[src/hw/rtl/rpsa_pkg.sv]
// Shared constants, codes and types of the random-probe slot allocator.
`timescale 1ns / 1ps
`default_nettype none
package rpsa_pkg;

	localparam int NUM_BINS      = 64;
	localparam int SLOTS_PER_BIN = 16;
	localparam int RANDOM_TRIES  = 100;

	localparam int BIN_W  = (NUM_BINS > 1) ? $clog2(NUM_BINS) : 1;
	localparam int SLOT_W = (SLOTS_PER_BIN > 1) ? $clog2(SLOTS_PER_BIN) : 1;
	localparam int TRY_W  = (RANDOM_TRIES > 1) ? $clog2(RANDOM_TRIES) : 1;
	localparam int LAST_TRY  = (RANDOM_TRIES > 0) ? RANDOM_TRIES - 1 : 0;
	localparam int LAST_SLOT = SLOTS_PER_BIN - 1;

	// xorshift32 shift amounts
	localparam int XS_A = 13;
	localparam int XS_B = 17;
	localparam int XS_C = 5;

	localparam logic [31:0] SEED_RESET = 32'd1;

	localparam logic REQ_ACQUIRE = 1'b0;
	localparam logic REQ_CLEAR   = 1'b1;

	typedef enum logic [1:0] {
		STAT_ACQUIRED = 2'd0,
		STAT_FULL     = 2'd1,
		STAT_RANGE    = 2'd2,
		STAT_CLEARED  = 2'd3
	} status_t;

	typedef struct packed {
		logic                     rd_en;
		logic                     wr_en;
		logic                     clr;
		logic [BIN_W-1:0]         addr;
		logic [SLOTS_PER_BIN-1:0] wr_row;
	} map_cmd_t;

endpackage
`default_nettype wire

[src/hw/rtl/random_probe_slot_allocator.sv]
// Top level of the random-probe slot allocator: sequencer and result register.
`timescale 1ns / 1ps
`default_nettype none
// Slot allocator over 64 bins of 16 slots. A command is taken when start is
// high and busy is low. An acquire reads the bin's row, then makes up to 100
// random guesses (one xorshift32 step per cycle, low 4 bits pick the slot)
// and, if all hit taken slots, scans the 16 slots linearly from the last
// guess. The first free slot is claimed and written back. The result appears
// on status, bin_out and slot_index, marked by done for exactly one cycle;
// the receiver cannot stall it, so sample it on that cycle. Clear and
// out-of-range commands give done in the cycle after acceptance; an acquire
// keeps busy high through the row read, up to 100 guesses and, only when all
// guesses fail, up to 16 scan steps, at one probe per cycle through the
// single row check. Done rises in the first cycle that busy is low again. Clear
// empties every bin through per-row valid bits; no clearing pass follows reset.
// The seed is written on cfg_data/cfg_valid while busy is low and reloads
// the generator at once.
module random_probe_slot_allocator (
	input  wire logic        clk,
	input  wire logic        arst_n,
	input  wire logic        start,
	output logic             busy,
	input  wire logic        req_type,
	input  wire logic [7:0]  bin_index,
	output logic             done,
	output logic      [1:0]  status,
	output logic      [7:0]  bin_out,
	output logic      [3:0]  slot_index,
	input  wire logic        cfg_valid,
	output logic             cfg_ready,
	input  wire logic [31:0] cfg_data
);
	import rpsa_pkg::*;

	typedef enum logic [3:0] {
		ST_IDLE = 4'b0001,
		ST_READ = 4'b0010,
		ST_RAND = 4'b0100,
		ST_SCAN = 4'b1000
	} state_t;

	state_t                   state_q;
	logic [7:0]               bin_q;
	logic [TRY_W-1:0]         try_q;
	logic [SLOT_W-1:0]        idx_q;
	logic [SLOT_W-1:0]        scan_q;
	logic                     done_q;
	status_t                  status_q;
	logic [3:0]               slot_q;

	logic                     accept;
	logic                     in_range;
	logic                     rng_step;
	logic                     cfg_load;
	logic [31:0]              rng_next;
	logic [SLOT_W-1:0]        idx_rand;
	logic [SLOT_W-1:0]        probe_idx;
	logic                     probe_free;
	logic                     claim;
	logic [SLOTS_PER_BIN-1:0] rd_row;
	map_cmd_t                 map_cmd;

	assign busy      = (state_q != ST_IDLE);
	assign accept    = start && !busy;
	assign cfg_ready = !busy;
	assign cfg_load  = cfg_valid && cfg_ready;
	assign in_range  = ({1'b0, bin_index} < 9'(NUM_BINS));

	// Random guess: the slot count is a power of two, so the remainder is a mask.
	assign idx_rand   = rng_next[SLOT_W-1:0];
	assign probe_idx  = (state_q == ST_RAND) ? idx_rand : idx_q;
	assign probe_free = !rd_row[probe_idx];
	assign claim      = ((state_q == ST_RAND) || (state_q == ST_SCAN)) && probe_free;
	assign rng_step   = (state_q == ST_RAND);

	always_comb begin
		map_cmd        = '0;
		map_cmd.rd_en  = (state_q == ST_READ);
		map_cmd.wr_en  = claim;
		map_cmd.clr    = accept && (req_type == REQ_CLEAR);
		map_cmd.addr   = bin_q[BIN_W-1:0];
		map_cmd.wr_row = rd_row | (SLOTS_PER_BIN'(1) << probe_idx);
	end

	rpsa_rng u_rng (
		.clk       (clk),
		.arst_n    (arst_n),
		.load      (cfg_load),
		.seed      (cfg_data),
		.step      (rng_step),
		.next_word (rng_next)
	);

	rpsa_map u_map (
		.clk    (clk),
		.arst_n (arst_n),
		.cmd    (map_cmd),
		.rd_row (rd_row)
	);

	always_ff @(posedge clk or negedge arst_n) begin
		if (!arst_n) begin
			state_q  <= ST_IDLE;
			bin_q    <= '0;
			try_q    <= '0;
			idx_q    <= '0;
			scan_q   <= '0;
			done_q   <= 1'b0;
			status_q <= STAT_ACQUIRED;
			slot_q   <= '0;
		end else begin
			done_q <= 1'b0;
			case (state_q)
				ST_IDLE: begin
					if (accept) begin
						bin_q <= bin_index;
						if (req_type == REQ_CLEAR) begin
							done_q   <= 1'b1;
							status_q <= STAT_CLEARED;
							slot_q   <= '0;
						end else if (!in_range) begin
							done_q   <= 1'b1;
							status_q <= STAT_RANGE;
							slot_q   <= '0;
						end else begin
							state_q <= ST_READ;
						end
					end
				end
				ST_READ: begin
					// Row is in the read register next cycle; start the probes.
					try_q   <= '0;
					idx_q   <= '0;
					scan_q  <= '0;
					state_q <= (RANDOM_TRIES == 0) ? ST_SCAN : ST_RAND;
				end
				ST_RAND: begin
					if (probe_free) begin
						done_q   <= 1'b1;
						status_q <= STAT_ACQUIRED;
						slot_q   <= 4'(idx_rand);
						state_q  <= ST_IDLE;
					end else if (try_q == TRY_W'(LAST_TRY)) begin
						// Guesses exhausted: scan from the last guess.
						idx_q   <= idx_rand;
						state_q <= ST_SCAN;
					end else begin
						try_q <= TRY_W'(try_q + 1'b1);
					end
				end
				ST_SCAN: begin
					if (probe_free) begin
						done_q   <= 1'b1;
						status_q <= STAT_ACQUIRED;
						slot_q   <= 4'(idx_q);
						state_q  <= ST_IDLE;
					end else if (scan_q == SLOT_W'(LAST_SLOT)) begin
						done_q   <= 1'b1;
						status_q <= STAT_FULL;
						slot_q   <= '0;
						state_q  <= ST_IDLE;
					end else begin
						scan_q <= SLOT_W'(scan_q + 1'b1);
						// Advance with wrap inside the bin.
						idx_q  <= (idx_q == SLOT_W'(LAST_SLOT)) ? '0 : SLOT_W'(idx_q + 1'b1);
					end
				end
				default: begin
					state_q <= ST_IDLE;
				end
			endcase
		end
	end

	assign done       = done_q;
	assign status     = status_q;
	assign bin_out    = bin_q;
	assign slot_index = slot_q;

endmodule
`default_nettype wire

[src/hw/rtl/rpsa_rng.sv]
// xorshift32 generator, loaded from the seed word and stepped once per guess.
`timescale 1ns / 1ps
`default_nettype none
module rpsa_rng (
	input  wire logic        clk,
	input  wire logic        arst_n,
	input  wire logic        load,
	input  wire logic [31:0] seed,
	input  wire logic        step,
	output logic      [31:0] next_word
);
	import rpsa_pkg::*;

	logic [31:0] word_q;
	logic [31:0] t1;
	logic [31:0] t2;

	always_comb begin
		t1        = word_q ^ (word_q << XS_A);
		t2        = t1 ^ (t1 >> XS_B);
		next_word = t2 ^ (t2 << XS_C);
	end

	always_ff @(posedge clk or negedge arst_n) begin
		if (!arst_n) begin
			word_q <= SEED_RESET;
		end else if (load) begin
			word_q <= seed;
		end else if (step) begin
			word_q <= next_word;
		end
	end

endmodule
`default_nettype wire

[src/hw/rtl/rpsa_map.sv]
// Occupancy memory: one row of slot bits per bin, with a valid bit per row.
`timescale 1ns / 1ps
`default_nettype none
module rpsa_map (
	input  wire logic                               clk,
	input  wire logic                               arst_n,
	input  wire rpsa_pkg::map_cmd_t                 cmd,
	output logic [rpsa_pkg::SLOTS_PER_BIN-1:0]      rd_row
);
	import rpsa_pkg::*;

	logic [SLOTS_PER_BIN-1:0] mem [NUM_BINS];
	logic [NUM_BINS-1:0]      row_valid_q;
	logic [SLOTS_PER_BIN-1:0] rd_data_q;
	logic                     rd_valid_q;

	always_ff @(posedge clk) begin
		if (cmd.wr_en) begin
			mem[cmd.addr] <= cmd.wr_row;
		end
		if (cmd.rd_en) begin
			rd_data_q <= mem[cmd.addr];
		end
	end

	// Clear drops every valid bit at once; a row never written reads as free.
	always_ff @(posedge clk or negedge arst_n) begin
		if (!arst_n) begin
			row_valid_q <= '0;
			rd_valid_q  <= 1'b0;
		end else begin
			if (cmd.clr) begin
				row_valid_q <= '0;
			end else if (cmd.wr_en) begin
				row_valid_q[cmd.addr] <= 1'b1;
			end
			if (cmd.rd_en) begin
				rd_valid_q <= row_valid_q[cmd.addr];
			end
		end
	end

	assign rd_row = rd_valid_q ? rd_data_q : '0;

endmodule
`default_nettype wire
[config.mk]
export PLATFORM = sky130hd
export DESIGN_NAME = random_probe_slot_allocator
export DESIGN_NICKNAME = d
export VERILOG_FILES = /design/src/hw/rtl/rpsa_pkg.sv /design/src/hw/rtl/random_probe_slot_allocator.sv /design/src/hw/rtl/rpsa_rng.sv /design/src/hw/rtl/rpsa_map.sv
export SDC_FILE = /design/constraint.sdc
export NUM_CORES = 1
export LEC_CHECK = 0
export BUFFER_PORTS_ARGS = -buffer_cell sky130_fd_sc_hd__buf_2
export CAP_MARGIN = 20
export CORE_MARGIN = 4
export CORE_UTILIZATION = 30
export CTS_BUF_LIST = sky130_fd_sc_hd__clkbuf_2 sky130_fd_sc_hd__clkbuf_4 sky130_fd_sc_hd__clkbuf_8
export CTS_CLUSTER_DIAMETER = 30
export DETAILED_ROUTE_END_ITERATION = 8
export PLACE_DENSITY = 0.47
export SETUP_SLACK_MARGIN = 0.02
export SLEW_MARGIN = 10
export SYNTH_ARGS = -nofsm -noshare
export SYNTH_HDL_FRONTEND = slang
export SYNTH_SLANG_ARGS = --single-unit
[constraint.sdc]
create_clock -name clk -period 13.94 [get_ports clk]
set_input_delay 2.788 -clock clk [delete_from_list [all_inputs] [get_ports clk]]
set_output_delay 2.788 -clock clk [all_outputs]
set_load 0.05 [all_outputs]
[After elaboration in Yosys (flattened, before gate mapping)]
Memory sizes are Yosys's and may differ from the RTL's. A register that Yosys moved wholly into a read port is not among the register bits.
Cells that the tools add are included.
Word-level totals
  register bits: 131
  logic and storage cells: 120
  bits in latches: 0
  input port bits: 45
  memories kept: 1
  output and inout bits: 17
  bits in read-only memories: 0
  bits in writable memories: 1024
Operators by class
  div/mod/pow operators: 0
  multiplexer cells: 55
  equality and inequality tests: 20
  $add $sub $neg: 3
  magnitude comparators: 4
  reduce and logical (&&, ||, !) cells: 20
  bitwise gates (word level): 5
  shift operators: 1
  multiply operators: 0
Memory list
  u_map.mem: depth 64, width 16, rd ports 1, clocked after memory_dff 1, write ports 1, line rpsa_map.sv:12  | logic [SLOTS_PER_BIN-1:0] mem [NUM_BINS];
Operator list (number)
  64-bit two-way mux: 2
  4-bit two-way mux: 21
  32-bit two-way mux: 2
  64-bit bitwise OR: 1
  32-bit XOR: 2
  32-bit by 15-bit XOR with 32-bit output: 1
  4-bit case mux with 3 select lines: 2
  16-bit two-way mux: 1
  16-bit bitwise OR: 1
  4-bit case mux with 4 select lines: 1
  1-bit by 4-bit left shift with 16-bit output, first input constant: 1
  5-bit AND reduction: 3
  7-bit two-way mux: 2
  2-bit != test, second input constant: 7
  7-bit case mux with 2 select lines: 1
  4-bit equality test, second input constant: 3
  2-bit two-way mux: 6
  1-bit two-way mux: 11
  4-bit by 1-bit adder with 4-bit output, second input constant: 2
  8-bit by 7-bit less-than comparator with 1-bit output, second input constant: 1
  4-bit case mux with 2 select lines: 1
  2-bit nonzero test: 4
  7-bit by 1-bit adder with 7-bit output, second input constant: 1
  7-bit equality test, second input constant: 1
  21 further kinds: 30

[Depth between registers and ports, before layout]
Gate-level depths: netlist of the first run.
  depth in word-level cells: 10
  gate-level depth with buffers: 10
  mapped depth without buffers: 7

[By module]
Synthesis of the first run repeated with hierarchy kept, for this count alone.
Unflattened totals
  cell total of the unflattened synthesis: 2861
  area total of the unflattened synthesis: 47745.8 sq um
Modules (own cells, without submodules)
  rpsa_map: area an instance 42990.0 sq um, cells each 2404, seq. area each 32856.5 sq um, instances 1
  rpsa_rng: area an instance 2434.8 sq um, cells each 227, seq. area each 802.0 sq um, instances 1
  random_probe_slot_allocator: area an instance 2321.0 sq um, cells each 230, seq. area each 852.1 sq um, instances 1

[Worst setup path before layout of the first run]
Ideal clock, no wire load.
  path kind: reg-to-reg
  start: register state_q[3]
  end: memory u_map.mem[0][10] (data pin)
  clock period less this slack: 5.064 ns
  setup time: 0.702 ns
  stages on the path, launching flop included: 7
  setup slack: 8.876 ns
  buffers on the path: 3
  arrival: 4.362 ns
  data required time: 13.238 ns
  cells stage by stage: dfrtp_1 > or4b_1 > clkbuf_1 > clkbuf_1 > clkbuf_1 > o31a_1 > o21ai_0
RTL lines
  start, declared: line random_probe_slot_allocator.sv:42  | state_t state_q;
  start signal, assigned: line random_probe_slot_allocator.sv:135  | state_q <= (RANDOM_TRIES == 0) ? ST_SCAN : ST_RAND;
  end, declared: line rpsa_map.sv:12

[Worst setup path in the final report of the first run]
  start: register state_q[0]
  end: output cfg_ready
On the way
  longest elaborated chain between the ends: 2
Ends and longest elaborated chain
  4-bit by 1-bit != test with 1-bit output: line random_probe_slot_allocator.sv:63  | assign busy = (state_q != ST_IDLE);
  1-bit zero test: line random_probe_slot_allocator.sv:65  | assign cfg_ready = !busy;
  end, declared: line random_probe_slot_allocator.sv:30  | output logic cfg_ready,
No other way between the ends.

==> impl_metrics.py, run 1 <==
metrics = {
    "layout": {
        "layout-drive-gt1-share_pct": 22.1,
        "area_growth_pct": 20.1,
        "fin_nets": 2952,
        "finalNonFillerCells": 5045,
        "utilization_pct": 36.3,
        "most-common-layout-cells": "1,040 x edfxtp_1, 368 x a22oi_1, 248 x clkbuf_8",
        "layout_commonest_cell": "edfxtp_1",
    },
    "cts": {
        "cts_max_level": 4,
        "ctsHoldBuffers": 0,
        "cts-root-buf": "clkbuf_8",
        "post_cts_buffers": 0,
        "cts_buffer_depth": 3,
        "clk_latency_ps": 910,
        "numCtsBuffers": 235,
        "cts.sinks": 1171,
        "cts_tree": "built",
        "cts_resized": 0,
        "clk_pin_slew_ps": 60,
    },
    "yosys": {
        "syn-mean-instance-area_um2": 16.6,
        "synth_edf_count": 1040,
        "ys.flop_type": "edfxtp_1",
        "syn_inst": 2685,
        "async_reset_ff_share_pct": 11.2,
        "synthDistinctLibCells": 67,
        "yosysSeqAreaShare_pct": 77.3,
        "synthesis.nets": 2733,
        "yosysWarningCount": 0,
        "syn_area_um2": 44700,
        "synth_seq_cells": 1171,
    },
    "power": {
        "leakage_nw": 17.4,
        "peakVddDrop_v": 0.0000887,
        "clkPwrFrac_pct": 47.3,
        "power_density_nw_per_um2": 162,
        "p_sw_share_pct": 24.2,
        "power_frac_comb_pct": 8.3,
        "seq_power_share_pct": 44.4,
        "p_int_w": 0.00659,
        "power_switching_w": 0.00210,
    },
    "route": {
        "wirelength_mm": 139,
        "num_vias": 26900,
        "vias_per_cell": 5.33,
        "drt_iter0_drc": 2703,
        "drc": 0,
        "routedWlPerCell_um": 27.5,
        "ant_nets": 0,
        "drt_pass1_iterations": 5,
    },
    "worst_setup_path": {
        "worstSetupPathType": "register to output pin",
        "crit_path_cell_trace": "nor4b_2 > buf_2",
        "arrival_ps": 2510,
        "cp_top_family": "simple AND/OR/NAND/NOR gates",
        "start_kind": "register",
        "cp.required_ps": 11150,
        "reg2reg_depth": 5,
        "r2r_start": "state_q[3]",
        "cp-end-kind": "output pin",
        "slowest_delay_ps": 610,
        "cp-startpoint": "state_q[0]",
        "cp.depth": 2,
        "cp_slowest_cell": "nor4b_2",
        "crit_path_end": "cfg_ready",
        "path_max_fanout": 7,
        "regToRegSetupSlack_ps": 9520,
        "timing.rr.end": "u_map.mem[25][10]",
        "cp_num_buf_inv": 1,
    },
    "sta": {
        "fin_skew_ps": 41.4,
        "slew_headroom_pct": 19.7,
        "fin_crit_sh_pct": 38.0,
        "worstMarginPinSlew_ps": 1190,
        "tns_ps": 0,
        "setup_viol": 0,
        "period_minus_slack_ps": 5290,
        "timing.fmax_ghz": 0.189,
        "slew_viol_final": 0,
        "rsz0062_at_grt": "no",
        "finalHoldViolCount": 0,
    },
    "floorplanning": {
        "core_area_um2": 148000,
        "row_count": 141,
        "dieArea_um2": 155000,
        "pin_count": 62,
        "start_util_pct": 30.2,
        "die_h_um": 394,
        "die_x_um": 394,
    },
    "placement": {
        "port_buffers": 61,
        "gp_congestion": 0.818,
        "dp_cells": 4591,
        "dp_hpwl_mm": 76.9,
    },
    "global_route": {
        "grt_max_degree": 107,
        "met2_usage_pct": 28.7,
        "grt-busiest-layer": "met2",
        "antenna_found_initial": 6,
        "grt_pass1_wl_mm": 198,
        "gr-usage-met3_pct": 3.59,
        "grt_usage_pct": 17.5,
        "grt_overflow": 0,
        "grt_util_met1_pct": 23.0,
        "grt_pass1_vias": 27600,
    },
    "outcome": {
        "status": "finished, final reports clean",
    },
    "job": {
        "cap_viol_max_count": 0,
    },
    "min_path": {
        "hold_path_class": "register to register",
    },
}
## per-layer routing
metal	vias to the layer above	share of wire, %
met5	-	0.0094
met4	2	2.7
met3	205	6.7
met2	1099	48
met1	14100	43
li1	11500	-
## Yosys cell counts, types with 11 or more instances
library cell     n  area share [%]
o21a_1          46            0.77
mux2i_1         18            0.40
buf_4           11            0.18
nor4_1          17            0.24
xnor2_1         61             1.2
buf_1           46            0.39
a21oi_1         58            0.65
a22oi_1        368             6.2
a41oi_1         13            0.25
xor2_1          14            0.27
nand4_1         42            0.59
o21ai_0         23            0.26
a22o_1         101             2.0
clkbuf_1       124             1.0
edfxtp_1      1040              70
a21o_1          22            0.37
a221oi_1        93             1.8
nor2_1         127             1.1
nand3_1         23            0.26
a31oi_1         91             1.3
mux2_2          11            0.28
nand2_1         87            0.73
dfrtp_1        129             7.2
## worst register-to-register path, stage by stage, from the launching register on
cell and delay, ps:
dfrtp_1 450, or4b_2 710, buf_4 320, nand2_1 710, nand4_2 740, nor2_2 1080
## per-stage QoR
step | setup WS, ps | power [W] | area (um^2) | hold slack [ps]
5_1_grt | 8480 | 0.00900 | 53600 | 493
3_5_place_dp | 9460 | 0.00465 | 47900 | 466
4_1_cts | 8520 | 0.00877 | 53500 | 477
6_report | 8650 | 0.00869 | 53600 | 480
3_3_place_gp | 9430 | 0.00464 | 47600 | 459
2_1_floorplan | 8880 | 0.00435 | 44700 | 450
## registers in the layout (all words and copies together) (netlist names)
name / count
u_map.rd_valid_q: 1
status: 2
try_q: 7
slot_index: 4
u_rng.word_q: 32
state_q: 4
u_map.row_valid_q: 64
bin_out: 8
done: 1
scan_q: 4
idx_q: 4
u_map.mem: 1024
u_map.rd_data_q: 16
## power by group through the flow
stage               logic [W]  registers (W)  clock network (W)
CTS                  0.000725        0.00385            0.00419
global route         0.000768        0.00386            0.00437
floorplan            0.000427        0.00392                  0
global placement     0.000719        0.00392                  0
finish               0.000724        0.00385            0.00411
detailed placement   0.000722        0.00392                  0
## worst min-delay path by stage
stage	startpoint	endpoint	cells past startpoint
after floorplan	u_map.row_valid_q[13]	u_map.row_valid_q[13]	1
after global placement	u_map.row_valid_q[52]	u_map.row_valid_q[52]	1
after detailed placement	u_map.row_valid_q[60]	u_map.row_valid_q[60]	1
after CTS	u_map.row_valid_q[60]	u_map.row_valid_q[60]	1
after global routing	u_map.row_valid_q[14]	u_map.row_valid_q[14]	1
final	u_map.row_valid_q[39]	u_map.row_valid_q[39]	1
## cell type report
type	count	area, um^2
Antenna cell	7	17.5
Clock buffer	292	3740
Clock inverter	149	1890
Fill cell	13800	94200
Inverter	10	37.5
Multi-Input combinational cell	1318	9630
Sequential cell	1171	34500
Tap cell	1930	2410
Timing Repair Buffer	168	1380
## cell families after synthesis
| logic type | synth area share (%) |
|---|---|
| AOI/OAI and AO/OA | 14.3 |
| xor gates and xnor gates | 1.74 |
| adders and majority gates | 0.0841 |
| buffers and inverters | 1.77 |
| DFF | 77.3 |
| muxes | 0.832 |
| and+or+nand+nor | 3.97 |
No activity file was read; power rests on OpenSTA's default activity.
==> run 2, diff against run 1 <==
- ABC_AREA: not set -> 1
- clock period: 13.94 -> 5.5 ns (I/O delays scaled with it)
==> run 2 against run 1 <==
Effect of this change:
- design area increased by 2.6%
- final cell count increased by 15%
- largest cell class unchanged
- highest routed layer is now met4
- clock power grew to 2.7 times the previous value
- synthesized area rose by 2.2%
- critical endpoint is now u_map.mem[9][8]
==> impl_metrics.py, run 2 <==
metrics = {
    "outcome": {
        "status": "finished, final reports clean",
    },
    "yosys": {
        "synth_top_area_share_pct": 68.4,
        "synthDistinctLibCells": 48,
        "async_reset_ff_share_pct": 11.2,
        "synthesis.nets": 3338,
        "synth_area_leader_cell": "edfxtp_1",
        "synth_edf_count": 1040,
        "syn-mean-instance-area_um2": 13.9,
        "yosysWarningCount": 0,
        "ys.flop_type": "edfxtp_1",
        "syn_area_um2": 45700,
        "yosys-top-cells-area": "edfxtp_1 68%, dfrtp_1 7.1%, nand2_1 5.9%",
        "synth_common_cells": "1,040 x edfxtp_1, 723 x nand2_1, 217 x inv_1, 158 x a22oi_1, 131 x nand4_1",
        "syn_inst": 3290,
        "yosysSeqAreaShare_pct": 75.6,
        "yosys.cell_count.top_type": "edfxtp_1",
        "synth_seq_cells": 1171,
    },
    "power": {
        "power_density_nw_per_um2": 581,
        "power_frac_comb_pct": 29.8,
        "clkPwrFrac_pct": 34.7,
        "p_int_w": 0.0204,
        "power_switching_w": 0.0116,
        "peakVddDrop_v": 0.000365,
        "leakage_nw": 19.6,
        "p_sw_share_pct": 36.1,
        "seq_power_share_pct": 35.5,
    },
    "global_route": {
        "grt_usage_pct": 18.5,
        "grt_pass1_vias": 29300,
        "antenna_found_initial": 9,
        "grt_max_degree": 83,
        "grt_pass1_wl_mm": 211,
        "grt_overflow": 0,
    },
    "layout": {
        "top_regs": "u_map.mem (1024), u_map.row_valid_q (64), u_rng.word_q (32)",
        "area_growth_pct": 20.5,
        "layout-drive-gt1-share_pct": 19.6,
        "most-common-layout-cells": "1,040 x edfxtp_1, 723 x nand2_1, 303 x clkbuf_8",
        "layout_commonest_cell": "edfxtp_1",
        "n_fill_cell": 14600,
        "regMostFlops": "u_map.mem",
        "largest_register_ffs": 1024,
        "fin_nets": 3607,
    },
    "sta": {
        "fin_crit_sh_pct": 78.6,
        "worstMarginPinSlew_ps": 1090,
        "timing.fmax_ghz": 0.231,
        "fin_skew_ps": 90.6,
        "finalHoldViolCount": 0,
        "rsz0062_at_grt": "no",
        "period_minus_slack_ps": 4320,
        "setup_viol": 0,
        "whs_ps": 171,
        "slew_viol_final": 0,
        "slew_headroom_pct": 26.8,
        "tns_ps": 0,
    },
    "worst_setup_path": {
        "cp.required_ps": 6040,
        "cp-end-kind": "register",
        "start_kind": "register",
        "arrival_ps": 4860,
        "path_max_fanout": 34,
        "worstSetupPathType": "register to register",
    },
    "route": {
        "drt_iter0_drc": 2729,
        "wirelength_mm": 148,
        "routedWlPerCell_um": 25.6,
        "ant_nets": 0,
        "drc": 0,
        "vias_per_cell": 4.97,
        "drt_pass1_iterations": 5,
        "num_vias": 28700,
    },
    "cts": {
        "cts_max_level": 5,
        "ctsHoldBuffers": 0,
        "numCtsBuffers": 287,
        "cts_tree": "built",
        "clk_pin_slew_ps": 50,
        "cts_resized": 0,
        "cts_buffer_depth": 4,
        "post_cts_buffers": 0,
        "clk_latency_ps": 1000,
        "cts-root-buf": "clkbuf_8",
        "cts.sinks": 1171,
    },
    "placement": {
        "dp_hpwl_mm": 90.3,
        "gp_congestion": 0.808,
        "port_buffers": 61,
    },
    "floorplanning": {
        "dieArea_um2": 159000,
        "die_x_um": 398,
        "pin_count": 62,
        "core_area_um2": 150000,
        "row_count": 142,
        "die_h_um": 398,
        "start_util_pct": 30.3,
    },
    "min_path": {
        "hold_path_class": "input port to asynchronous set/reset pin",
    },
    "job": {
        "cap_viol_max_count": 0,
    },
}
## run 2: routing by layer
metal	routed length, um	global-route usage (%)	vias up
li1	-	-	12800
met1	63900	24.9	14600
met2	69300	29.2	1133
met3	10300	4.54	246
met4	4610	6.15	0
met5	0	0	-
## run 2: path summary, 6_finish.rpt
check,startpoint,end,slack [ps],cells past startpoint
min reg2reg,slot_index[1],slot_index[1],460,2
max reg2reg,state_q[1],u_map.mem[9][8],1180,13
max in group asynchronous,arst_n,u_rng.word_q[13],4190,2
min in group clk,cfg_data[29],u_rng.word_q[29],350,3
max,state_q[1],u_map.mem[9][8],1180,13
min,arst_n,state_q[1],170,1
## run 2: through the flow
stage	worst slack (ps)	std cells	utilization (%)	cell area [um^2]	power, W
floorplan	965	3290	-	45700	0.0166
global placement	1310	5285	32.5	48900	0.0211
detailed placement	1240	5285	32.5	48900	0.0211
CTS	1140	5778	36.6	55000	0.0323
global route	930	5782	36.6	55000	0.0333
finish	1180	5783	36.6	55000	0.0320
## run 2: power by group through the flow
stage / Combinational [W] / Sequential, W / Clock [W]
2_1_floorplan: 0.00486 / 0.0117 / 0
3_3_place_gp: 0.00960 / 0.0115 / 0
3_5_place_dp: 0.00958 / 0.0115 / 0
4_1_cts: 0.00960 / 0.0114 / 0.0113
5_1_grt: 0.0101 / 0.0114 / 0.0118
6_report: 0.00952 / 0.0114 / 0.0111
## run 2: cell families after synthesis
logic type,share of synthesized area (%)
DFF,75.6
adders and majority gates,0.0822
xor gates and xnor gates,1.24
buffers and inverters,3.50
and+or+nand+nor,10.7
AOI/OAI and AO/OA,8.90
## run 2: area by class of cell
| type | count | area [um^2] | area share (%) |
|---|---|---|---|
| Antenna cell | 4 | 10.0 | 0.0182 |
| Clock inverter | 139 | 1540 | 2.80 |
| Inverter | 231 | 907 | 1.65 |
| Timing Repair Buffer | 146 | 1190 | 2.16 |
| Sequential cell | 1171 | 34500 | 62.7 |
| Clock buffer | 354 | 4550 | 8.27 |
| Multi-Input combinational cell | 1722 | 9800 | 17.8 |
| Tap cell | 2016 | 2520 | 4.58 |
## run 2: worst max-delay path: stages (launching register included)
cell and delay [ps]:
dfrtp_1 380, inv_1 100, nand2_2 100, nor2_8 280, inv_2 280, or2_4 350
o21ai_4 260, inv_2 340, nand3_2 210, nand2_4 110, nor2_8 280, buf_12 290
nand3_1 150, inv_1 620
